### src/design/qri_pkg.sv
// shared widths, result codes and cell link types for the quadratic root solver
package qri_pkg;

  localparam int COEFF_W   = 16;
  localparam int FRAC_BITS = 16;
  localparam int DISC_W    = 36;
  localparam int ROOT_W    = 34;
  localparam int VALUE_W   = 48;

  localparam int ABC_W       = COEFF_W + 1;
  localparam int SQRT_STEPS  = DISC_W / 2 + FRAC_BITS;
  localparam int DIV_NW      = 35;
  localparam int DIV_DW      = COEFF_W + 1;
  localparam int DIV_STEPS   = DIV_NW;
  localparam int EVAL_STAGES = 6;

  localparam logic [2:0] CASE_INFINITE = 3'd0;
  localparam logic [2:0] CASE_NONE     = 3'd1;
  localparam logic [2:0] CASE_LINEAR   = 3'd2;
  localparam logic [2:0] CASE_DOUBLE   = 3'd3;
  localparam logic [2:0] CASE_TWO      = 3'd4;
  localparam logic [2:0] CASE_UNSUP    = 3'd5;

  typedef struct packed {
    logic [DISC_W-1:0]     d;
    logic [DISC_W-1:0]     rem;
    logic [SQRT_STEPS-1:0] root;
  } sq_t;

  typedef struct packed {
    logic [DIV_NW-1:0] num;
    logic [DIV_DW-1:0] rem;
    logic [DIV_NW-1:0] quo;
    logic [DIV_DW-1:0] den;
  } dv_t;

endpackage

### src/design/qri_div_cell.sv
// one restoring division step, one quotient bit per cell
module qri_div_cell (
  input  logic          clk,
  input  logic          en,
  input  qri_pkg::dv_t  dv_in,
  output qri_pkg::dv_t  dv_out
);

  logic [qri_pkg::DIV_DW:0] rem_s;
  qri_pkg::dv_t             dv_next;

  always_comb begin
    rem_s       = {dv_in.rem, dv_in.num[qri_pkg::DIV_NW-1]};
    dv_next.num = dv_in.num << 1;
    dv_next.den = dv_in.den;
    if (rem_s >= {1'b0, dv_in.den}) begin
      dv_next.rem = qri_pkg::DIV_DW'(rem_s - {1'b0, dv_in.den});
      dv_next.quo = {dv_in.quo[qri_pkg::DIV_NW-2:0], 1'b1};
    end else begin
      dv_next.rem = rem_s[qri_pkg::DIV_DW-1:0];
      dv_next.quo = {dv_in.quo[qri_pkg::DIV_NW-2:0], 1'b0};
    end
  end

  always_ff @(posedge clk) begin
    if (en) begin
      dv_out <= dv_next;
    end
  end

endmodule

### config.mk
export PLATFORM = sky130hd
export DESIGN_NAME = qri_div_cell
export DESIGN_NICKNAME = d
export VERILOG_FILES = /design/src/design/qri_pkg.sv /design/src/design/qri_div_cell.sv
export SDC_FILE = /design/constraint.sdc
export NUM_CORES = 1
export LEC_CHECK = 0
export ABC_CLOCK_PERIOD_IN_PS = 4560
export CAP_MARGIN = 20
export CORE_UTILIZATION = 35
export CTS_CLUSTER_DIAMETER = 200
export DETAILED_ROUTE_END_ITERATION = 7
export DONT_BUFFER_PORTS = 1
export PLACE_DENSITY = 0.47
export RECOVER_POWER = 25
export SETUP_SLACK_MARGIN = 0.15
export SKIP_LAST_GASP = 1
export SLEW_MARGIN = 5
export SYNTH_ARGS = -nofsm -noshare
export SYNTH_HDL_FRONTEND = slang
export SYNTH_SLANG_ARGS = --single-unit
### constraint.sdc
create_clock -name clk -period 4.56 [get_ports clk]
set_input_delay 0.912 -clock clk [delete_from_list [all_inputs] [get_ports clk]]
set_output_delay 0.912 -clock clk [all_outputs]
set_load 0.01 [all_outputs]
# Word level (Yosys, flattened, before mapping)
# Index checks and enable logic that the tools add are counted.
[totals] reg_bits=103 inputBits=106 output_inout_bits=104 wordCells=7
[classes] n_addsub=1 order_cmp=1 n_mux=1
[op_table] operator="two-way mux 52 bit" count=1
[op_table] operator="greater-or-equal comparator 18 x 17 -> 1 bit" count=1
[op_table] operator="subtractor 17 bit" count=1

# Logic depth before layout (Yosys ltp)
# Gate-level depths: netlist (run 1).
[depth] depth_word=2 ltp_mapped=12

# Worst setup path before layout (run 1)
# Ideal clock, no wire load.
[synth_path] kind="in2reg" startpoint="in dv_in[103] (netlist name)" endpoint="reg dv_out[55] (netlist name) (data pin)" setup_time_ps=260 t_arrival_ps=2752 t_required_ps=4300 setup_slack_ps=1548 cell_stages=12 path_buffers=1 path_cell_list="inv_1 -> ha_1 -> inv_1 -> fa_1 -> a21oi_1 -> or3_4 -> a21oi_4 -> o21bai_4 -> and2_4 -> buf_12 -> inv_12 -> mux2_4"
[synth_lines] element="start, declared" line_no="qri_div_cell.sv:5" text="input qri_pkg::dv_t dv_in,"
[synth_lines] element="end signal, assigned" line_no="qri_div_cell.sv:27" text="dv_out <= dv_next;"
[synth_lines] element="end, declared" line_no="qri_div_cell.sv:6" text="output qri_pkg::dv_t dv_out"

==> results.toml, run 1 <==
[outcome]
status = "finished, final reports clean"

[logic_synthesis]
synth-edff-count = 103
synth-seq-area-share_pct = 72.2
synthFlopType = "edfxtp_1"
synth_cell_types = 47
yosys_warnings = 0
synth.largest_area_cell = "edfxtp_1"
netlist_top_cells_count = "103 x edfxtp_1, 22 x inv_1, 17 x ha_1, 13 x a21oi_1, 10 x mux2_4"
synth_area_leaders = "edfxtp_1 72%, ha_1 5.0%, mux2_4 3.5%"
synth_seq_cells = 103
synth_top_area_share_pct = 72.2
synth_area_per_cell_sq_um = 16.7
netlist_area_sq_um = 4290
synth.net_count = 381
async_reset_ff_share_pct = 0
yosysMostFrequentCell = "edfxtp_1"
synth_cells = 257

[drt]
antenna_left = 0
drc_errors = 0
post_drt_wl_per_cell_um = 20.4
viasPerCell = 5.16
drtIter0Drc = 80
vias = 2157
routed_wl_mm = 8.51
dr.pass1.iters = 4

[setup_path]
crit_arrival_ns = 2.99
crit_chain = "inv_1, ha_1, inv_1, fa_1, a21oi_1, or3_4, a21oi_4, o21bai_4, and2_4, inv_12, mux2_4"
worstPathMaxFanout = 10
start_kind = "input port"
crit_buf_inv = 3
path_delay_family = "compound AO/OA/AOI/OAI gates"
worst_ep_required_time_ns = 4.65
worstSetupEndpointType = "register"
max_stage_delay_ns = 0.40
crit_path_frequent_cell = "inv_1"
crit_slowest_cell = "fa_1"
crit_type = "in -> reg"

[cts]
clkSinkCount = 103
cts_buffer_depth = 2
htree_num_levels = 3
ctsHoldBuffers = 0
cts_buffers = 9
postCtsSetupRepairBufs = 0
path_clk_slew_ns = 0.07
cts.repair.resized = 0
cts-root-buf = "clkbuf_16"
cts_tree = "done"

[grt]
antenna_found_initial = 0
grt_start_max_net_pins = 104
grt_pass1_wl_mm = 12.2
grt-ovfl-total = 0
grt_use_met2_pct = 23.2
grt_pass1_vias = 2129
use_met1_pct = 13.1
grt_usage_pct = 13.4
use_met3_pct = 7.51
top_usage_layer = "met2"

[power_and_ir_drop]
power.leakage_nw = 1.73
p_total_w = 0.00216
p_per_area_nw_per_um2 = 456
ir_drop_v = 0.000171

[layout]
top_regs = "dv_out x103"
syn_to_final_growth_pct = 10.5
n_fill_cell = 1109
regArea_sq_um = 3090
fin_util_pct = 39.6
drive_gt1_share_pct = 13.7
final_nets = 390
multiInputGateArea_sq_um = 1070
largest_reg_flops = 103
antenna_cells = 0
top_register = "dv_out"

[floorplan]
dieArea_sq_um = 12700
row_count = 40
initial_core_util_pct = 35.8
die_x_um = 113
die_h_um = 113
io-pin-count = 210
coreArea_sq_um = 12000

[timing]
fmax_mhz = 344
setup_viol = 0
drv_slew = 0
setup_slack_ns = 1.66
period_minus_slack_ns = 2.90
hold_viol_final = 0
rsz0062_at_grt = "false"
tns_ns = 0
period_share_pct = 63.7

[worst_hold_path]
worstHoldEndpoint = "dv_out[51]"
min_from = "dv_in[50]"
min_path_cells = 0
hp-class = "in -> reg"

[place]
port_buffers = 0
hpwl_mm = 6.30
dp_slack_ns = 1.29
gp_congestion = 0.733

[job]
max_cap_viol_count = 0
==> metal layers <==
metal	up-vias	wire, um
li1	993	-
met1	1029	2980
met2	127	4470
met3	8	943
met4	0	108
met5	-	0
==> kinds of logic after synthesis <==
| logic type | count (synthesis) | share of synthesized area (%) |
|---|---|---|
| flops | 103 | 72.2 |
| other cells | 1 | 0.0875 |
| fa+ha+maj | 18 | 5.43 |
| compound gates | 47 | 8.23 |
| mux | 11 | 3.74 |
| xor+xnor | 11 | 2.25 |
| buf+inv | 25 | 2.95 |
| simple gates | 41 | 5.17 |
==> cell type report <==
class | instances | area share, %
Tap cell | 147 | 3.88
Multi-Input combinational cell | 129 | 22.5
Sequential cell | 103 | 65.3
Clock inverter | 7 | 1.45
Clock buffer | 9 | 4.75
Inverter | 23 | 2.09
==> cells in the final DEF, fill, tap and decap left out, types with 2 or more instances in the layout <==
cell and instances:
mux2_4 10, nand2_1 9, o2bb2ai_1 2, xor2_1 3
nand3_1 7, inv_6 2, nand2b_1 3, o21bai_1 2
a21o_1 3, clkbuf_16 9, a21oi_1 13, edfxtp_1 103
ha_1 17, o21a_1 2, clkinv_2 2, nor2_1 6
o31ai_2 3, nor3_1 4, a21boi_0 3, and2_1 3
inv_1 22, xnor2_1 8, o21ai_0 7
==> worst max-delay path by stage <==
stage / from / endpoint / slack [ns] / cells after the start
floorplan: dv_in[103] / dv_out[55] / 1.55 / 12
global placement: dv_in[103] / dv_out[59] / 1.26 / 11
detailed placement: dv_in[103] / dv_out[58] / 1.29 / 11
CTS: dv_in[103] / dv_out[55] / 1.66 / 11
global route: dv_in[103] / dv_out[55] / 1.55 / 11
finish: dv_in[103] / dv_out[64] / 1.66 / 11
==> per-stage QoR <==
stage | hold slack (ns) | instances | instance area, sq um
finish | 0.660 | 418 | 4740
global route | 0.634 | 418 | 4740
CTS | 0.640 | 418 | 4740
detailed placement | 1.01 | 402 | 4440
global placement | 1.01 | 402 | 4440
floorplan | 1.01 | 257 | 4290
==> power by group <==
part           internal [W]  leakage, nW  switching (W)
clock              0.000425        0.144       0.000328
sequential          0.00115         1.01      0.0000787
combinational     0.0000868        0.580      0.0000894
total               0.00166         1.73       0.000496
No activity file was read; power rests on OpenSTA's default activity.
==> inputs of run 2 (changes only) <==
--- a/config.mk
+++ b/config.mk
@@ -5,7 +5,8 @@
 export SDC_FILE = /design/constraint.sdc
 export NUM_CORES = 1
 export LEC_CHECK = 0
-export ABC_CLOCK_PERIOD_IN_PS = 4560
+export ABC_AREA = 1
+export ABC_CLOCK_PERIOD_IN_PS = 3000
 export CAP_MARGIN = 20
 export CORE_UTILIZATION = 35
 export CTS_CLUSTER_DIAMETER = 200
==> constraint.sdc (replaced) <==
create_clock -name clk -period 3 [get_ports clk]
set_input_delay 0.6 -clock clk [delete_from_list [all_inputs] [get_ports clk]]
set_output_delay 0.6 -clock clk [all_outputs]
set_load 0.01 [all_outputs]
==> run 2 against run 1 <==
Net effect:
- synthesized area increased by 10%
- setup slack got worse by 1.3 ns
- global-route usage increased by 1.4 points
- wire length increased by 18%
- clock-buffer cell count unchanged
- critical path type unchanged
- largest power group unchanged
==> results.toml, run 2 <==
[power_and_ir_drop]
p_per_area_nw_per_um2 = 637
power.leakage_nw = 2.23
switching_share_pct = 26.2
p_clk_share_pct = 33.4
power_frac_comb_pct = 10.2
p_seq_share_pct = 56.4
ir_drop_v = 0.000297
intPower_w = 0.00244
p_sw_w = 0.000865

[cts]
cts_buffer_depth = 2
cts_buffers = 9
postCtsSetupRepairBufs = 0
htree_num_levels = 3
cts_tree = "done"
ctsHoldBuffers = 0
cts.repair.resized = 0
clkSinkCount = 103
path_clk_slew_ns = 0.07
cts-root-buf = "clkbuf_16"

[logic_synthesis]
synth-seq-area-share_pct = 65.4
netlist_top_cells_count = "107 x nand2_1, 103 x edfxtp_1, 64 x inv_1, 29 x nand3_1"
netlist_area_sq_um = 4730
synth_area_leaders = "edfxtp_1 65%, nand2_1 8.5%, inv_1 5.1%"
synth.largest_area_cell = "edfxtp_1"
synth-edff-count = 103
synth.net_count = 530
synth_area_per_cell_sq_um = 11.6
synth_cells = 406
synthFlopType = "edfxtp_1"
synth_cell_types = 27
synth_top_area_share_pct = 65.4
async_reset_ff_share_pct = 0
yosys_warnings = 0
yosysMostFrequentCell = "nand2_1"
synth_seq_cells = 103

[setup_path]
crit_type = "in -> reg"
crit_arrival_ns = 2.69
worst_ep_required_time_ns = 3.09
start_kind = "input port"
worstSetupEndpointType = "register"
worstPathMaxFanout = 18

[outcome]
status = "finished, final reports clean"

[place]
gp_congestion = 0.863
hpwl_mm = 7.44
placed_cells = 578
dp_slack_ns = -0.0840
port_buffers = 0
place_area_sq_um = 4910

[grt]
grt_pass1_vias = 2718
grt_pass1_wl_mm = 15.6
grt_usage_pct = 14.8
grt_start_max_net_pins = 104
antenna_found_initial = 0
grt-ovfl-total = 0

[timing]
rsz0062_at_grt = "false"
drv_slew = 0
setup_viol = 0
period_minus_slack_ns = 2.59
tightest_slew_ns = 0.865
fmax_mhz = 385
worst_slew_margin_rel_pct = 42.1
hold_ws_ns = 0.352
hold_viol_final = 0
period_share_pct = 86.5
setup_slack_ns = 0.405

[layout]
final_nets = 537
final_common_cell = "nand2_1"
final_area_sq_um = 5190
finalNonFillerCells = 593
layout_common_cells = "107 x nand2_1, 103 x edfxtp_1, 64 x inv_1"
drive_gt1_share_pct = 15.1
largest_reg_flops = 103
top_register = "dv_out"
top_regs = "dv_out x103"
fin_util_pct = 39.3
n_fill_cell = 1262
syn_to_final_growth_pct = 9.66
antenna_cells = 0

[drt]
antenna_left = 0
drtIter0Drc = 208
vias = 2688
routed_wl_mm = 10.0
drc_errors = 0
post_drt_wl_per_cell_um = 16.9
dr.pass1.iters = 4
viasPerCell = 4.53

[floorplan]
initial_core_util_pct = 35.9
die_h_um = 118
dieArea_sq_um = 14000
die_x_um = 118
io-pin-count = 210
row_count = 42
coreArea_sq_um = 13200

[worst_hold_path]
worstHoldEndpoint = "dv_out[98]"
hp-class = "in -> reg"
min_from = "dv_in[97]"
min_path_cells = 0

[job]
max_cap_viol_count = 0
[run 2: cell types whose count changed in the layout (fill, tap and decap cells not counted), sizes merged, moves of 4 or more]
cell,change
xor2,+4
xnor2,-8
o21ai,-6
a21oi,-4
nor2,+7
mux2,-10
nand3,+25
inv,+46
o31ai,-4
nand2,+127
[run 2: worst max-delay path by stage]
stage / startpoint / endpoint / slack, ns
2_1_floorplan: dv_in[13] / dv_out[56] / 0.81
3_3_place_gp: dv_in[12] / dv_out[67] / -0.08
3_5_place_dp: dv_in[12] / dv_out[67] / -0.08
4_1_cts: dv_in[11] / dv_out[67] / 0.29
5_1_grt: dv_in[11] / dv_out[65] / 0.16
6_report: dv_in[11] / dv_out[67] / 0.41
[run 2: layout make-up]
type                    instances  area (sq um)  share of cell area, %
clock buffers                   9           225                   4.34
inverters                      69           259                   4.99
well taps                     176           220                   4.25
clock inverters                 6          55.1                   1.06
flip-flops and latches        103          3090                   59.6
multi-input cells             229          1330                   25.6
repair buffers                  1          7.51                  0.145
[run 2: per-layer routing]
metal | vias up | wire length, um | track usage, %
met3 | 11 | 691 | 4.34
met1 | 1211 | 4210 | 18.2
met2 | 122 | 5030 | 25.0
met4 | 0 | 116 | 4.57
met5 | - | 0 | 0
li1 | 1344 | - | -
[run 2: cell families (layout without fill, tap and decap cells)]
family                     after synthesis  after routing  share of synthesized area [%]
and+or+nand+nor                        191            191                           20.2
DFF                                    103            103                           65.4
buffers and inverters                   74             85                           6.56
adders and majority gates               18             18                           4.92
AOI/OAI and AO/OA                       12             12                           1.51
xor gates and xnor gates                 7              7                           1.30
other                                    1              1                         0.0793
[run 2: worst max-delay path: stages]
cell     delay (ns)
inv_1          0.03
ha_1           0.35
nand2_1        0.11
nand2_2        0.08
nand2_4        0.07
a21oi_2        0.06
nor3_4         0.71
nand2_4        0.43
nand2_1        0.18
nand2_1        0.07
[run 2: through the flow]
stage	power [W]	setup TNS [ns]
final	0.00331	0
after global routing	0.00348	0
after CTS	0.00337	0
after detailed placement	0.00225	-0.802
after global placement	0.00225	-0.676
after floorplan	0.00217	0
[run 2: power by group through the flow]
stage	registers, W	clock network [W]	logic [W]
floorplan	0.00187	0	0.000291
global placement	0.00190	0	0.000345
detailed placement	0.00190	0	0.000345
CTS	0.00187	0.00115	0.000346
global route	0.00187	0.00121	0.000391
finish	0.00186	0.00110	0.000338
==> inputs of run 3 (changes only) <==
--- a/config.mk
+++ b/config.mk
@@ -5,14 +5,14 @@
 export SDC_FILE = /design/constraint.sdc
 export NUM_CORES = 1
 export LEC_CHECK = 0
-export ABC_AREA = 1
+export ABC_AREA = 0
 export ABC_CLOCK_PERIOD_IN_PS = 3000
 export CAP_MARGIN = 20
-export CORE_UTILIZATION = 35
+export CORE_UTILIZATION = 30
 export CTS_CLUSTER_DIAMETER = 200
 export DETAILED_ROUTE_END_ITERATION = 7
 export DONT_BUFFER_PORTS = 1
-export PLACE_DENSITY = 0.47
+export PLACE_DENSITY = 0.42
 export RECOVER_POWER = 25
 export SETUP_SLACK_MARGIN = 0.15
 export SKIP_LAST_GASP = 1
==> run 3 against run 2 <==
Net effect:
- global-route usage down 2.4 points
- clock-buffer cell count unchanged
- cell count down 23%
- cell area down 7.0%
- maximum frequency up 6.5%
- first-iteration DRC count down 54%
- wire length down 5.7%
- combinational power down 19%
- total power up 2.2%
- worst hold slack worse by 0.014 ns
- critical endpoint is now dv_out[61]
- largest cell class unchanged
- highest routed layer unchanged
==> results.toml, run 3 (synthesized netlist as in run 1, its figures left out) <==
[outcome]
status = "finished, final reports clean"

[layout]
top_register = "dv_out"
n_fill_cell = 1323
top_regs = "dv_out x103"
antenna_cells = 0
drive_gt1_share_pct = 15.0
syn_to_final_growth_pct = 12.5
final_common_cell = "edfxtp_1"
final_nets = 393
finalNonFillerCells = 454
fin_util_pct = 34.6
largest_reg_flops = 103
layout_common_cells = "103 x edfxtp_1, 22 x inv_1, 17 x ha_1"

[floorplan]
initial_core_util_pct = 30.8
dieArea_sq_um = 14800
coreArea_sq_um = 13900
die_h_um = 122
die_x_um = 122
io-pin-count = 210
row_count = 43

[grt]
grt_pass1_wl_mm = 13.0
grt_start_max_net_pins = 104
grt_usage_pct = 12.4
grt_pass1_vias = 2208
grt-ovfl-total = 0
antenna_found_initial = 0

[drt]
routed_wl_mm = 9.48
drc_errors = 0
vias = 2143
drtIter0Drc = 95
post_drt_wl_per_cell_um = 20.9
dr.pass1.iters = 4
antenna_left = 0
viasPerCell = 4.72

[power_and_ir_drop]
p_per_area_nw_per_um2 = 700
power.leakage_nw = 1.75
ir_drop_v = 0.000250

[cts]
ctsHoldBuffers = 0
cts_buffer_depth = 2
cts-root-buf = "clkbuf_16"
cts_tree = "done"
path_clk_slew_ns = 0.08
postCtsSetupRepairBufs = 0
cts.repair.resized = 0
htree_num_levels = 3
cts_buffers = 9
clkSinkCount = 103

[timing]
rsz0062_at_grt = "false"
period_minus_slack_ns = 2.44
hold_viol_final = 0
setup_viol = 0
fmax_mhz = 411
hold_ws_ns = 0.338
drv_slew = 0
period_share_pct = 81.2
tns_ns = 0

[worst_hold_path]
min_from = "dv_in[32]"
worstHoldEndpoint = "dv_out[33]"
hp-class = "in -> reg"
min_path_cells = 0

[place]
port_buffers = 0
placed_cells = 438
hpwl_mm = 7.00
gp_congestion = 0.693

[setup_path]
worst_ep_required_time_ns = 3.10
crit_type = "in -> reg"
worstPathMaxFanout = 10
start_kind = "input port"
worstSetupEndpointType = "register"
crit_arrival_ns = 2.54

[job]
max_cap_viol_count = 0
-- run 3: cell count changes in the layout (fill, tap and decap cells not counted), moves of 5 or more --
cell,before,now
nand2_4,12,0
xnor2_1,0,8
nand2_1,107,9
mux2_4,0,10
o21ai_0,0,7
nor2_2,5,0
inv_1,64,22
nand2_2,17,0
nand3_1,29,7
-- run 3: layer usage --
| metal | track usage (%) | up-vias | routed length [um] |
|---|---|---|---|
| li1 | - | 1003 | - |
| met3 | 5.48 | 12 | 921 |
| met1 | 12.8 | 995 | 3670 |
| met4 | 6.48 | 0 | 176 |
| met2 | 21.2 | 133 | 4710 |
| met5 | 0 | - | 0 |
-- run 3: worst max path at each step --
stage,from,depth (start not counted),slack (ns),endpoint
finish,dv_in[103],11,0.56,dv_out[61]
global placement,dv_in[103],11,0.22,dv_out[56]
global route,dv_in[103],11,0.48,dv_out[61]
floorplan,dv_in[103],12,0.30,dv_out[55]
detailed placement,dv_in[103],11,0.20,dv_out[61]
CTS,dv_in[103],11,0.58,dv_out[61]
-- run 3: critical path: stages --
cell and delay (ns):
inv_1 0.03, ha_1 0.16, inv_1 0.06, fa_1 0.40
a21oi_1 0.23, or3_4 0.18, a21oi_4 0.06, o21bai_4 0.13
and2_4 0.29, inv_12 0.08, mux2_4 0.30
-- run 3: final cells by class --
class                   instances  area (sq um)  share of cell area [%]
inverters                      23          98.8                    2.05
clock inverters                 7          91.3                    1.89
clock buffers                   9           225                    4.67
multi-input cells             129          1070                    22.1
repair buffers                  3          22.5                   0.467
well taps                     180           225                    4.67
flip-flops and latches        103          3090                    64.1
-- run 3: power by group --
| part | switching [W] | internal (W) | total, W |
|---|---|---|---|
| Combinational | 0.000138 | 0.000136 | 0.000274 |
| Sequential | 0.000125 | 0.00175 | 0.00187 |
| Clock | 0.000565 | 0.000666 | 0.00123 |
| Total | 0.000828 | 0.00255 | 0.00338 |
-- run 3: metrics by stage --
step | setup WS [ns] | area [sq um] | total power (W)
3_3_place_gp | 0.221 | 4510 | 0.00219
3_5_place_dp | 0.201 | 4510 | 0.00219
2_1_floorplan | 0.300 | 4290 | 0.00211
5_1_grt | 0.479 | 4820 | 0.00352
6_report | 0.565 | 4820 | 0.00338
4_1_cts | 0.576 | 4820 | 0.00343
