## config.mk

```make
export PLATFORM = sky130hd
export DESIGN_NAME = qri_sqrt_cell
export DESIGN_NICKNAME = d
export VERILOG_FILES = /design/src/design/qri_pkg.sv /design/src/design/qri_sqrt_cell.sv
export SDC_FILE = /design/constraint.sdc
export NUM_CORES = 1
export LEC_CHECK = 0
export BUFFER_PORTS_ARGS = -buffer_cell sky130_fd_sc_hd__buf_2
export CORE_MARGIN = 5
export CORE_UTILIZATION = 54
export DETAILED_ROUTE_END_ITERATION = 16
export GPL_ROUTABILITY_DRIVEN = 0
export PLACE_DENSITY = 0.87
export RECOVER_POWER = 50
export SLEW_MARGIN = 20
export SYNTH_ARGS = -nofsm -noshare
export SYNTH_HDL_FRONTEND = slang
export SYNTH_SLANG_ARGS = --single-unit
```

## constraint.sdc

```tcl
create_clock -name clk -period 9.9 [get_ports clk]
set_input_delay 1.485 -clock clk [delete_from_list [all_inputs] [get_ports clk]]
set_output_delay 1.485 -clock clk [all_outputs]
set_load 0.005 [all_outputs]
```

## src/design/qri_pkg.sv

```systemverilog
// shared widths, result codes and cell link types for the quadratic root solver
package qri_pkg;

  localparam int COEFF_W   = 16;
  localparam int FRAC_BITS = 16;
  localparam int DISC_W    = 36;
  localparam int ROOT_W    = 34;
  localparam int VALUE_W   = 48;

  localparam int ABC_W       = COEFF_W + 1;
  localparam int SQRT_STEPS  = DISC_W / 2 + FRAC_BITS;
  localparam int DIV_NW      = 35;
  localparam int DIV_DW      = COEFF_W + 1;
  localparam int DIV_STEPS   = DIV_NW;
  localparam int EVAL_STAGES = 6;

  localparam logic [2:0] CASE_INFINITE = 3'd0;
  localparam logic [2:0] CASE_NONE     = 3'd1;
  localparam logic [2:0] CASE_LINEAR   = 3'd2;
  localparam logic [2:0] CASE_DOUBLE   = 3'd3;
  localparam logic [2:0] CASE_TWO      = 3'd4;
  localparam logic [2:0] CASE_UNSUP    = 3'd5;

  typedef struct packed {
    logic [DISC_W-1:0]     d;
    logic [DISC_W-1:0]     rem;
    logic [SQRT_STEPS-1:0] root;
  } sq_t;

  typedef struct packed {
    logic [DIV_NW-1:0] num;
    logic [DIV_DW-1:0] rem;
    logic [DIV_NW-1:0] quo;
    logic [DIV_DW-1:0] den;
  } dv_t;

endpackage

```

## src/design/qri_sqrt_cell.sv

```systemverilog
// one restoring square root step, one result bit per cell
module qri_sqrt_cell (
  input  logic          clk,
  input  logic          en,
  input  qri_pkg::sq_t  sq_in,
  output qri_pkg::sq_t  sq_out
);

  logic [qri_pkg::DISC_W+1:0] rem_s;
  logic [qri_pkg::DISC_W+1:0] trial;
  qri_pkg::sq_t               sq_next;

  always_comb begin
    rem_s = {sq_in.rem, sq_in.d[qri_pkg::DISC_W-1 -: 2]};
    trial = (qri_pkg::DISC_W+2)'({sq_in.root, 2'b01});
    sq_next.d = sq_in.d << 2;
    if (rem_s >= trial) begin
      sq_next.rem  = qri_pkg::DISC_W'(rem_s - trial);
      sq_next.root = {sq_in.root[qri_pkg::SQRT_STEPS-2:0], 1'b1};
    end else begin
      sq_next.rem  = rem_s[qri_pkg::DISC_W-1:0];
      sq_next.root = {sq_in.root[qri_pkg::SQRT_STEPS-2:0], 1'b0};
    end
  end

  always_ff @(posedge clk) begin
    if (en) begin
      sq_out <= sq_next;
    end
  end

endmodule

```

Word level (Yosys, flattened, before mapping)
Cells that the tools add are included.
- input bits: 108
- word-level logic and storage cells: 6
- flip-flop bits (word level): 104
- $add $sub $neg: 1
- muxes and demuxes: 1
- order comparisons: 1
- operators by type and width (kind ; number):
    70-bit two-way mux ; 1
    38-bit by 36-bit >= comparator with 1-bit output ; 1
    36-bit subtractor ; 1

Depth between registers and ports, before layout
Gate-level depths: netlist of run 1.
- depth after elaboration: 2
- depth in mapped cells: 14
- depth with buffers taken out: 11

Least setup slack after synthesis of run 1
OpenSTA, ideal clock, no wires.
- kind: input-to-reg
- start: input sq_in[5] (netlist name)
- end: register sq_out[38] (netlist name) (data pin)
- library setup time: 0.262 ns
- required time: 9.638 ns
- data arrival time: 3.846 ns
- path slack: 5.792 ns
- cell stages on the path: 11
- cell sequence: inv_1 > ha_1 > buf_2 > a2111o_1 > o21ai_2 > o41a_2 > o21ai_2 > a31o_2 > a211oi_4 > buf_6 > mux2_1
- RTL lines (item ; RTL line ; text):
    from (decl) ; qri_sqrt_cell.sv:5 ; input qri_pkg::sq_t sq_in,
    to (signal assigned) ; qri_sqrt_cell.sv:28 ; sq_out <= sq_next;
    to (decl) ; qri_sqrt_cell.sv:6 ; output qri_pkg::sq_t sq_out

==> results of run 1 <==
==> logic make-up after synthesis <==
family / count (synthesis) / synth area share, %
simple gates: 125 / 9.90
compound gates: 147 / 17.5
flops: 104 / 54.4
other cells: 1 / 0.0653
buf+inv: 60 / 4.99
xor+xnor: 30 / 4.58
fa+ha+maj: 36 / 7.85
mux: 4 / 0.741
==> layer usage <==
layer / track usage [%] / wire length [um]
met5: 0 / 7
met1: 27.2 / 5780
met4: 7.61 / 313
met2: 40.6 / 7410
met3: 6.79 / 1500
==> cells in the mapped netlist (all sizes together), types with 3 or more instances <==
| master | count | area share, % |
|---|---|---|
| nor2b | 8 | 0.87 |
| ha | 36 | 7.8 |
| nand2 | 57 | 3.7 |
| clkbuf | 6 | 0.39 |
| a211oi | 3 | 0.61 |
| edfxtp | 104 | 54 |
| nand3 | 9 | 0.78 |
| nand2b | 4 | 0.44 |
| o21ai | 51 | 5.9 |
| o21bai | 4 | 0.52 |
| o211ai | 3 | 0.39 |
| o21a | 5 | 0.65 |
| inv | 44 | 2.9 |
| xor2 | 13 | 2.0 |
| nor2 | 23 | 1.5 |
| xnor2 | 17 | 2.6 |
| a31oi | 7 | 0.76 |
| a21oi | 38 | 3.3 |
| and3 | 3 | 0.33 |
| nand4 | 6 | 0.65 |
| buf | 10 | 1.7 |
| nor3 | 6 | 0.52 |
| a2111oi | 3 | 0.46 |
| a21o | 14 | 1.8 |
==> layout by cell type (no fill, tap or decap), types with 8 or more instances in the layout <==
| master | synthesis | layout |
|---|---|---|
| sky130_fd_sc_hd__buf_2 | 1 | 158 |
| sky130_fd_sc_hd__edfxtp_1 | 104 | 104 |
| sky130_fd_sc_hd__nand2_1 | 57 | 57 |
| sky130_fd_sc_hd__clkbuf_1 | 6 | 53 |
| sky130_fd_sc_hd__inv_1 | 44 | 44 |
| sky130_fd_sc_hd__a21oi_1 | 38 | 38 |
| sky130_fd_sc_hd__ha_1 | 36 | 36 |
| sky130_fd_sc_hd__nor2_1 | 23 | 23 |
| sky130_fd_sc_hd__o21ai_2 | 22 | 22 |
| sky130_fd_sc_hd__o21ai_0 | 22 | 22 |
| sky130_fd_sc_hd__xnor2_1 | 17 | 17 |
| sky130_fd_sc_hd__a21o_1 | 14 | 14 |
| sky130_fd_sc_hd__xor2_1 | 13 | 13 |
| sky130_fd_sc_hd__nand3_1 | 9 | 9 |
| sky130_fd_sc_hd__clkbuf_8 | 0 | 9 |
| sky130_fd_sc_hd__nor2b_1 | 8 | 8 |
==> power groups by stage <==
stage / logic, W / clock network (W) / registers, W
detailed placement: 0.000265 / 0 / 0.000565
CTS: 0.000267 / 0.000261 / 0.000555
global route: 0.000289 / 0.000279 / 0.000560
floorplan: 0.000146 / 0 / 0.000571
finish: 0.000261 / 0.000255 / 0.000555
global placement: 0.000257 / 0 / 0.000562
==> per-stage QoR <==
stage	utilization, %	std cells
5_1_grt	67.7	858
6_report	67.7	858
3_5_place_dp	66.6	842
2_1_floorplan	-	508
4_1_cts	68.4	858
3_3_place_gp	66.6	842
==> how the worst min path moves through the flow <==
| stage | from | end | slack [ns] | depth (start not counted) |
|---|---|---|---|---|
| final | sq_in[97] | sq_out[99] | 1.27 | 1 |
| after global routing | sq_in[71] | sq_out[73] | 1.25 | 1 |
| after global placement | sq_in[99] | sq_out[101] | 1.66 | 1 |
| after floorplan | sq_in[98] | sq_out[100] | 1.58 | 0 |
| after CTS | sq_in[97] | sq_out[99] | 1.26 | 1 |
| after detailed placement | sq_in[97] | sq_out[99] | 1.66 | 1 |
==> layout make-up <==
class / count / area (um^2) / area share [%]
sequential: 104 / 3120 / 44.7
multi-input combinational: 344 / 2330 / 33.4
timing repair buffer: 214 / 1010 / 14.5
tap: 136 / 170 / 2.43
inverter: 44 / 165 / 2.36
clock buffer: 9 / 124 / 1.77
clock inverter: 7 / 66.3 / 0.948
==> worst max-delay path, stage by stage <==
cell and delay (ns):
sky130_fd_sc_hd__clkbuf_1 0.11, sky130_fd_sc_hd__inv_1 0.06, sky130_fd_sc_hd__ha_1 0.43, sky130_fd_sc_hd__a21oi_1 0.28, sky130_fd_sc_hd__o21ai_0 0.14, sky130_fd_sc_hd__a2111oi_0 0.66, sky130_fd_sc_hd__nand3b_1 0.23, sky130_fd_sc_hd__a21oi_1 0.33
sky130_fd_sc_hd__o31ai_1 0.16, sky130_fd_sc_hd__a21oi_1 0.19, sky130_fd_sc_hd__xor2_1 0.19, sky130_fd_sc_hd__o21ai_2 0.07
==> insert_results.sql, run 1 <==
INSERT INTO impl_metrics (metric_group, metric, value, unit) VALUES
('finish', 'register_name_with_the_most_flops', 'sq_out', ''),
('sta', 'period_minus_slack', '4.21', 'ns'),
('critical_path', 'crit_path_start', 'sq_in[12]', ''),
('critical_path', 'worst-setup-path-type', 'in2reg', ''),
('finish', 'filler_cell_count', '797', ''),
('global_route', 'grt_pass1_wl', '23600', 'um'),
('sta', 'report.final.slew_viol_count', '37', ''),
('synth', 'synthesis.area_per_instance', '11.3', 'um^2'),
('global_route', 'grt_start_max_net_pins', '70', ''),
('critical_path', 'arrival', '4.35', 'ns'),
('power', 'power_switching', '0.000320', 'W'),
('cts', 'cts.htree.levels', '3', ''),
('placed_design', 'place_worst_setup_slack', '5.34', 'ns'),
('placed_design', 'dpl_cell_area', '0.00687', 'mm^2'),
('finish', 'drive_gt1_share', '28.1', '%'),
('synth', 'yosys_register_bits', '104', ''),
('cts', 'cts.sink_count', '104', ''),
('route', 'antenna_left', '0', ''),
('cts', 'root_buffer', 'sky130_fd_sc_hd__clkbuf_8', ''),
('finish', 'largest_register_ffs', '104', ''),
('power', 'power_density', '153', 'mW/mm^2'),
('synth', 'synth-seq-area-share', '54.4', '%'),
('synth', 'share_of_async_settable_or_async_resettable_flops_after_synthesis', '0', '%'),
('finish', 'antenna_cells_inserted', '0', ''),
('floorplan', 'fp.coreArea', '0.0103', 'mm^2'),
('sta', 'max_clock_freq', '0.238', 'GHz'),
('power', 'power.combinational.fraction', '24.4', '%'),
('route', 'detail_routed_net_length_per_standard_cell', '17.5', 'um'),
('floorplan', 'dieHeight', '113', 'um'),
('hold_path', 'hold_path_class', 'in2reg', ''),
('flow_run', 'maxCapViolations', '1', ''),
('power', 'vdd_drop_max', '0.0780', 'mV'),
('sta', 'finalHoldViolations', '0', ''),
('global_route', 'gr-total-overflow', '0', ''),
('run_status', 'run_status', 'complete, but fails checks', ''),
('critical_path', 'timing.critical_path.from_type', 'primary input', ''),
('sta', 'final-setup-viol-count', '0', ''),
('sta', 'final.period_utilization', '42.5', '%'),
('floorplan', 'design.die.area', '0.0128', 'mm^2'),
('power', 'sw_frac_of_total', '29.8', '%'),
('route', 'drt_pass1_iterations', '5', ''),
('power', 'seq_power_share', '51.8', '%'),
('finish', 'fin_nets', '861', ''),
('finish', 'area_growth_from_synthesis_to_layout', '21.9', '%'),
('cts', 'cts_hold_buf', '0', ''),
('cts', 'cts_resized', '0', ''),
('cts', 'path_clk_slew', '0.11', 'ns'),
('cts', 'cts_post_setup_buffers_inserted', '0', ''),
('power', 'p_clk_share', '23.8', '%'),
('sta', 'slew_headroom', '-30.6', '%'),
('placed_design', 'numPortBuffers', '211', ''),
('synth', 'netlist-cell-type-count', '56', ''),
('critical_path', 'required', '10.04', 'ns'),
('run_status', 'failed_checks', 'max-capacitance violations, max-slew violations', ''),
('cts', 'clock_path_buffers', '2', ''),
('finish', 'largest_registers_ranked_by_flip_flop_count', 'sq_out: 104 flops', ''),
('cts', 'numCtsBuffers', '9', ''),
('critical_path', 'crit_path_end', 'sq_out[67]', ''),
('synth', 'gate_count_after_technology_mapping', '507', ''),
('sta', 'fin_hold_ws', '1.27', 'ns'),
('floorplan', 'rows', '37', ''),
('sta', 'totalNegativeSetupSlack', '0', 'ns'),
('finish', 'fin_area', '0.00699', 'mm^2'),
('route', 'detail_route.drc_violations', '0', ''),
('power', 'p_leak', '2.98', 'nW'),
('floorplan', 'chipWidth', '113', 'um'),
('power', 'design_power_total', '0.00107', 'W'),
('global_route', 'grt_pass1_vias', '4750', ''),
('placed_design', 'detailed_place_hpwl', '12100', 'um'),
('synth', 'synth-edff-count', '104', ''),
('route', 'dr_total_vias', '4711', '');
No activity file was read; power rests on OpenSTA's default activity.
==> run 2: changes to the inputs <==
--- a/config.mk
+++ b/config.mk
@@ -7,10 +7,10 @@
 export LEC_CHECK = 0
 export BUFFER_PORTS_ARGS = -buffer_cell sky130_fd_sc_hd__buf_2
 export CORE_MARGIN = 5
-export CORE_UTILIZATION = 54
+export CORE_UTILIZATION = 50
 export DETAILED_ROUTE_END_ITERATION = 16
 export GPL_ROUTABILITY_DRIVEN = 0
-export PLACE_DENSITY = 0.87
+export PLACE_DENSITY = 0.81
 export RECOVER_POWER = 50
 export SLEW_MARGIN = 20
 export SYNTH_ARGS = -nofsm -noshare
==> constraint.sdc (replaced) <==
create_clock -name clk -period 4.3 [get_ports clk]
set_input_delay 0.645 -clock clk [delete_from_list [all_inputs] [get_ports clk]]
set_output_delay 0.645 -clock clk [all_outputs]
set_load 0.005 [all_outputs]
==> run 2 against run 1 <==
Against the previous run: the run still ends with max-capacitance violations, max-slew violations left; die area increased by 7.3%; total power increased to 2.6 times the previous value; first-iteration DRC count decreased by 29%; hold slack got worse by 0.80 ns; cell count increased by 0.82%; wire length decreased by 1.3%; largest power group unchanged; cell area increased by 1.4%; global-route usage decreased by 2.5 points; critical path type unchanged.
==> insert_results.sql, run 2 (synthesis gave the netlist of run 1 again) <==
INSERT INTO impl_metrics (metric_group, metric, value, unit) VALUES
('power', 'vdd_drop_max', '0.293', 'mV'),
('route', 'drt_pass1_iterations', '5', ''),
('critical_path', 'setup.worst_path.end_class', 'flip-flop', ''),
('critical_path', 'crit_path_top_delay_cell', 'sky130_fd_sc_hd__a2111oi_0', ''),
('run_status', 'failed_checks', 'max-capacitance violations, max-slew violations', ''),
('placed_design', 'numPortBuffers', '211', ''),
('cts', 'cts.htree.levels', '3', ''),
('sta', 'max_clock_freq', '0.283', 'GHz'),
('flow_run', 'maxCapViolations', '1', ''),
('sta', 'final.period_utilization', '82.2', '%'),
('route', 'avgViaCountPerCell', '5.48', ''),
('sta', 'final-setup-viol-count', '0', ''),
('finish', 'drive_gt1_share', '22.6', '%'),
('finish', 'fin_nets', '861', ''),
('route', 'drt-total-wl', '14800', 'um'),
('route', 'antenna_left', '0', ''),
('critical_path', 'timing.critical_path.from_type', 'primary input', ''),
('cts', 'cts.sink_count', '104', ''),
('critical_path', 'max_stage_delay', '0.75', 'ns'),
('global_route', 'antenna_found_initial', '0', ''),
('route', 'detail_route.drc_violations', '0', ''),
('sta', 'setup_slack', '0.764', 'ns'),
('cts', 'cts_post_setup_buffers_inserted', '0', ''),
('critical_path', 'cp_common_cell', 'sky130_fd_sc_hd__a21oi_1', ''),
('floorplan', 'rows', '39', ''),
('cts', 'clock_path_buffers', '2', ''),
('floorplan', 'i_o_pin_total', '214', ''),
('finish', 'area_growth_from_synthesis_to_layout', '23.6', '%'),
('sta', 'period_minus_slack', '3.54', 'ns'),
('finish', 'final_common_cell', 'sky130_fd_sc_hd__buf_2', ''),
('global_route', 'grtUsageTotal', '20.7', '%'),
('finish', 'register_name_with_the_most_flops', 'sq_out', ''),
('critical_path', 'worst-setup-path-type', 'in2reg', ''),
('sta', 'totalNegativeSetupSlack', '0', 'ns'),
('floorplan', 'fp.coreArea', '0.0113', 'mm^2'),
('finish', 'largest_registers_ranked_by_flip_flop_count', 'sq_out: 104 flops', ''),
('sta', 'slew_headroom', '-37.2', '%'),
('finish', 'filler_cell_count', '976', ''),
('route', 'iter_0_drt_violations', '290', ''),
('cts', 'numCtsBuffers', '9', ''),
('cts', 'cts_hold_buf', '0', ''),
('finish', 'multi_input_area', '0.00233', 'mm^2'),
('finish', 'layout_common_cells', '118 x sky130_fd_sc_hd__buf_2, 104 x sky130_fd_sc_hd__edfxtp_1, 91 x sky130_fd_sc_hd__clkbuf_1', ''),
('global_route', 'grt_pass1_wl', '22200', 'um'),
('global_route', 'grt_pass1_vias', '4560', ''),
('floorplan', 'chipWidth', '117', 'um'),
('global_route', 'grt_start_max_net_pins', '85', ''),
('critical_path', 'required', '4.40', 'ns'),
('critical_path', 'arrival', '3.63', 'ns'),
('critical_path', 'path_cells', 'clkbuf_1 > inv_1 > ha_1 > a21oi_1 > o21ai_0 > a2111oi_0 > nand3b_1 > a21oi_1 > o31ai_1 > a21oi_1 > xor2_1 > o21ai_2', ''),
('cts', 'cts_resized', '0', ''),
('placed_design', 'detailed_place_hpwl', '11500', 'um'),
('global_route', 'gr-total-overflow', '0', ''),
('finish', 'largest_register_ffs', '104', ''),
('floorplan', 'initial_core_util', '50.7', '%'),
('sta', 'grt_setup_unrepaired', 'no', ''),
('placed_design', 'place_worst_setup_slack', '0.521', 'ns'),
('sta', 'report.final.slew_viol_count', '85', ''),
('finish', 'antenna_cells_inserted', '0', ''),
('route', 'detail_routed_net_length_per_standard_cell', '17.1', 'um'),
('cts', 'path_clk_slew', '0.07', 'ns'),
('cts', 'root_buffer', 'sky130_fd_sc_hd__clkbuf_16', ''),
('floorplan', 'design.die.area', '0.0137', 'mm^2'),
('sta', 'finalHoldViolations', '0', ''),
('critical_path', 'timing.critical_path.fanout_max', '8', ''),
('finish', 'layout.core_utilization', '62.7', '%'),
('sta', 'worst-slew-pin-transition', '2.06', 'ns'),
('finish', 'seqCellArea', '0.00312', 'mm^2'),
('route', 'dr_total_vias', '4738', ''),
('power', 'p_leak', '2.94', 'nW'),
('power', 'power_density', '387', 'mW/mm^2'),
('run_status', 'run_status', 'complete, but fails checks', ''),
('hold_path', 'hold_path_class', 'in2reg', ''),
('floorplan', 'dieHeight', '117', 'um'),
('cts', 'cts_tree', 'done', '');
## run 2: cell types whose count changed in the layout (fill, tap and decap cells not counted), moves of 2 or more
cell,previous run,this run
sky130_fd_sc_hd__bufinv_16,0,2
sky130_fd_sc_hd__buf_1,0,2
sky130_fd_sc_hd__clkbuf_1,53,91
sky130_fd_sc_hd__buf_2,158,118
sky130_fd_sc_hd__clkbuf_8,9,0
sky130_fd_sc_hd__clkbuf_16,0,9
## run 2: critical path: cells and delay by family
kind	cells	cell delay, ns
AND/OR/NAND/NOR	1	0.24
adder cells (fa/ha/maj)	1	0.40
buffers and inverters	2	0.17
AO/OA/AOI/OAI	7	1.99
XOR/XNOR	1	0.19
## run 2: path summary, 6_finish.rpt
kind	end	start	slack, ns	cells after the start
min	sq_out[78]	sq_in[76]	0.47	1
max	sq_out[67]	sq_in[14]	0.76	12
## run 2: metrics by stage
stage	instance area (um^2)	total power, W	hold WS [ns]	cells
6_report	7100	0.00275	0.473	865
5_1_grt	7100	0.00289	0.461	865
4_1_cts	7210	0.00278	0.461	865
3_5_place_dp	6890	0.00191	0.824	849
3_3_place_gp	6890	0.00189	0.822	849
2_1_floorplan	5740	0.00165	0.744	508
## run 2: final cells by class
type	instances	share of cell area, %
Sequential cell	104	44.0
Multi-Input combinational cell	344	32.9
Timing Repair Buffer	214	13.8
Clock buffer	10	3.23
Tap cell	143	2.52
Inverter	44	2.33
Clock inverter	6	1.27
## run 2: power breakdown
part           leakage, nW  internal (W)  total [W]  switching, W
Combinational         1.76      0.000250   0.000594      0.000344
Sequential            1.02       0.00125    0.00128     0.0000291
Clock                0.159      0.000514   0.000871      0.000357
## run 2: layer usage
| layer | global-route usage (%) | share of wire [%] | vias up |
|---|---|---|---|
| met5 | 0 | 0 | - |
| met4 | 7.03 | 2.0 | 0 |
| met3 | 5.19 | 11 | 24 |
| met2 | 34.7 | 47 | 230 |
| met1 | 26.1 | 40 | 2196 |
| li1 | - | - | 2288 |
==> run 3: changes to the inputs <==
--- a/config.mk
+++ b/config.mk
@@ -5,9 +5,10 @@
 export SDC_FILE = /design/constraint.sdc
 export NUM_CORES = 1
 export LEC_CHECK = 0
+export ABC_AREA = 1
 export BUFFER_PORTS_ARGS = -buffer_cell sky130_fd_sc_hd__buf_2
 export CORE_MARGIN = 5
-export CORE_UTILIZATION = 50
+export CORE_UTILIZATION = 52
 export DETAILED_ROUTE_END_ITERATION = 16
 export GPL_ROUTABILITY_DRIVEN = 0
 export PLACE_DENSITY = 0.81
==> constraint.sdc (replaced) <==
create_clock -name clk -period 3.54 [get_ports clk]
set_input_delay 0.531 -clock clk [delete_from_list [all_inputs] [get_ports clk]]
set_output_delay 0.531 -clock clk [all_outputs]
set_load 0.005 [all_outputs]
==> run 3 against run 2 <==
Against the previous run: the flow still finishes with violations (max-capacitance violations, max-slew violations); flip-flop and latch count unchanged; critical path depth down 10; hold slack worse by 0.13 ns; die area up 13%; sequential share of layout area down 6.1 points; core utilization up 2.0 points; synthesized cell count up 58%; clock-buffer cell count down 1; global-route usage up 1.7 points.
==> insert_results.sql, run 3 <==
INSERT INTO impl_metrics (metric_group, metric, value, unit) VALUES
('run_status', 'run_status', 'complete, but fails checks', ''),
('run_status', 'failed_checks', 'max-capacitance violations, max-slew violations', ''),
('route', 'drt-total-wl', '17200', 'um'),
('critical_path', 'path_cells', 'clkbuf_1 > buf_12', ''),
('power', 'seq_power_share', '45.0', '%'),
('route', 'antenna_left', '0', ''),
('critical_path', 'critical_path.n_buffers_inverters', '2', ''),
('cts', 'root_buffer', 'sky130_fd_sc_hd__clkbuf_16', ''),
('route', 'iter_0_drt_violations', '427', ''),
('global_route', 'grt_pass1_wl', '28100', 'um'),
('sta', 'slew_headroom', '-56.8', '%'),
('route', 'dr_total_vias', '5872', ''),
('synth', 'synthesis.area_per_instance', '8.55', 'um^2'),
('synth', 'share_of_async_settable_or_async_resettable_flops_after_synthesis', '0', '%'),
('sta', 'finalHoldViolations', '0', ''),
('sta', 'final.period_utilization', '73.0', '%'),
('finish', 'largest_register_ffs', '104', ''),
('sta', 'max_clock_freq', '0.387', 'GHz'),
('finish', 'drive_gt1_share', '27.6', '%'),
('synth', 'synthFlopType', 'sky130_fd_sc_hd__edfxtp_1', ''),
('cts', 'path_clk_slew', '0.07', 'ns'),
('route', 'detail_route.drc_violations', '0', ''),
('finish', 'register_name_with_the_most_flops', 'sq_out', ''),
('synth', 'synth_top_cell_area_share', '45.7', '%'),
('global_route', 'antenna_found_initial', '0', ''),
('global_route', 'grt_start_max_net_pins', '65', ''),
('power', 'power_density', '417', 'mW/mm^2'),
('synth', 'yosysMostFrequentCell', 'sky130_fd_sc_hd__nand2_1', ''),
('floorplan', 'dieHeight', '125', 'um'),
('critical_path', 'crit_path_top_delay_cell', 'sky130_fd_sc_hd__clkbuf_1', ''),
('finish', 'area_growth_from_synthesis_to_layout', '20.5', '%'),
('cts', 'clock_path_buffers', '2', ''),
('synth', 'synth_warnings', '0', ''),
('cts', 'cts.sink_count', '104', ''),
('cts', 'cts_post_setup_buffers_inserted', '0', ''),
('flow_run', 'maxCapViolations', '1', ''),
('sta', 'grt_setup_unrepaired', 'no', ''),
('critical_path', 'required', '3.56', 'ns'),
('floorplan', 'design.die.area', '0.0155', 'mm^2'),
('placed_design', 'numPortBuffers', '211', ''),
('sta', 'worst-slew-pin-transition', '2.35', 'ns'),
('floorplan', 'fp.coreArea', '0.0127', 'mm^2'),
('finish', 'antenna_cells_inserted', '0', ''),
('power', 'intPower', '0.00246', 'W'),
('floorplan', 'i_o_pin_total', '214', ''),
('power', 'p_clk_share', '31.0', '%'),
('critical_path', 'arrival', '2.61', 'ns'),
('synth', 'synth-edff-count', '104', ''),
('power', 'power.combinational.fraction', '23.9', '%'),
('synth', 'synth_top_cells_by_count', '248 x sky130_fd_sc_hd__nand2_1, 129 x sky130_fd_sc_hd__inv_1, 104 x sky130_fd_sc_hd__edfxtp_1, 48 x sky130_fd_sc_hd__nand3_1, 47 x sky130_fd_sc_hd__nor2_1', ''),
('floorplan', 'initial_core_util', '53.7', '%'),
('route', 'drt_pass1_iterations', '5', ''),
('cts', 'cts_tree', 'done', ''),
('critical_path', 'timing.critical_path.from_type', 'primary input', ''),
('finish', 'layout.core_utilization', '64.7', '%'),
('finish', 'final_common_cell', 'sky130_fd_sc_hd__nand2_1', ''),
('cts', 'cts_resized', '0', ''),
('hold_path', 'hold_path_class', 'in2reg', ''),
('critical_path', 'timing.critical_path.fanout_max', '64', ''),
('sta', 'totalNegativeSetupSlack', '0', 'ns'),
('placed_design', 'detailed_place_hpwl', '13600', 'um'),
('power', 'power_switching', '0.000978', 'W'),
('synth', 'netlist-cell-type-count', '33', ''),
('sta', 'final-setup-viol-count', '0', ''),
('floorplan', 'chipWidth', '125', 'um'),
('cts', 'numCtsBuffers', '9', ''),
('global_route', 'gr-total-overflow', '0', ''),
('power', 'sw_frac_of_total', '28.5', '%'),
('synth', 'synth.top_cells.by_area', 'sky130_fd_sc_hd__edfxtp_1 46%, sky130_fd_sc_hd__nand2_1 14%, sky130_fd_sc_hd__inv_1 7.1%', ''),
('route', 'avgViaCountPerCell', '4.95', ''),
('critical_path', 'crit_family', 'buffers and inverters', ''),
('power', 'p_leak', '4.10', 'nW'),
('cts', 'cts_hold_buf', '0', ''),
('sta', 'period_minus_slack', '2.58', 'ns'),
('global_route', 'grt_pass1_vias', '5810', ''),
('synth', 'gate_count_after_technology_mapping', '799', ''),
('critical_path', 'max_stage_delay', '1.64', 'ns'),
('finish', 'fin_nets', '1154', ''),
('route', 'detail_routed_net_length_per_standard_cell', '14.5', 'um'),
('sta', 'report.final.slew_viol_count', '41', ''),
('power', 'vdd_drop_max', '0.215', 'mV'),
('global_route', 'grtUsageTotal', '22.4', '%'),
('synth', 'synthDominantAreaCellType', 'sky130_fd_sc_hd__edfxtp_1', ''),
('synth', 'yosys_register_bits', '104', ''),
('finish', 'layout_common_cells', '248 x sky130_fd_sc_hd__nand2_1, 176 x sky130_fd_sc_hd__buf_2, 129 x sky130_fd_sc_hd__inv_1', ''),
('floorplan', 'rows', '41', ''),
('critical_path', 'worst-setup-path-type', 'in2reg', ''),
('critical_path', 'setup.worst_path.end_class', 'flip-flop', ''),
('finish', 'largest_registers_ranked_by_flip_flop_count', 'sq_out: 104 flops', ''),
('synth', 'synth_area', '0.00683', 'mm^2'),
('cts', 'cts.htree.levels', '3', ''),
('synth', 'synth-seq-area-share', '45.7', '%');
run 3: cell count changes after synthesis, sizes merged, moves of 5 or more:
| cell | change |
|---|---|
| nor2b | -8 |
| o21a | -5 |
| inv | +87 |
| o21bai | +5 |
| o21ai | -46 |
| nand3b | +8 |
| nand3 | +70 |
| nor2 | +38 |
| clkbuf | -6 |
| xnor2 | -16 |
| a21oi | -12 |
| a31oi | -7 |
| a21o | -13 |
| nand2 | +227 |
run 3: layout make-up:
cell class	count	area (um^2)
fillers	1141	4500
repair buffers	213	1040
flip-flops and latches	104	3120
inverters	133	499
clock inverters	6	90.1
clock buffers	9	225
well taps	172	215
multi-input cells	549	3030
run 3: power by group through the flow:
| stage | logic, W | clock network (W) | registers (W) |
|---|---|---|---|
| 3_3_place_gp | 0.000809 | 0 | 0.00157 |
| 2_1_floorplan | 0.000480 | 0 | 0.00159 |
| 6_report | 0.000822 | 0.00107 | 0.00155 |
| 5_1_grt | 0.000926 | 0.00114 | 0.00156 |
| 4_1_cts | 0.000830 | 0.00109 | 0.00155 |
| 3_5_place_dp | 0.000826 | 0 | 0.00157 |
run 3: stage by stage:
stage	hold WS, ns	instance area, um^2	worst slack [ns]	instances	total power [W]
6_report	0.345	8230	0.957	1186	0.00343
3_3_place_gp	0.708	7960	0.743	1171	0.00238
3_5_place_dp	0.709	7960	0.718	1171	0.00240
2_1_floorplan	0.630	6830	1.36	800	0.00207
5_1_grt	0.329	8230	0.802	1186	0.00362
4_1_cts	0.333	8270	1.11	1186	0.00347
run 3: path summary, 6_finish.rpt:
kind,startpoint,endpoint,slack [ns],cells after the start
max,en,sq_out[19],0.96,2
min,sq_in[90],sq_out[92],0.35,1
run 3: cell families (layout without fill, tap and decap cells):
logic type | after synthesis | after routing | share of synthesized area [%]
AO/OA/AOI/OAI | 41 | 41 | 3.43
XOR/XNOR | 18 | 18 | 2.31
adder cells (fa/ha/maj) | 36 | 36 | 6.60
buffers and inverters | 147 | 361 | 9.90
flip-flops | 104 | 104 | 45.7
other | 1 | 2 | 0.0549
AND/OR/NAND/NOR | 452 | 452 | 32.0
run 3: layer usage:
metal / GRT usage [%] / wire [um] / vias to the layer above
met1: 28.4 / 7330 / 2601
met5: 0 / 0 / -
met4: 6.32 / 282 / 0
met3: 6.35 / 1520 / 21
met2: 37.3 / 8040 / 260
li1: - / - / 2990
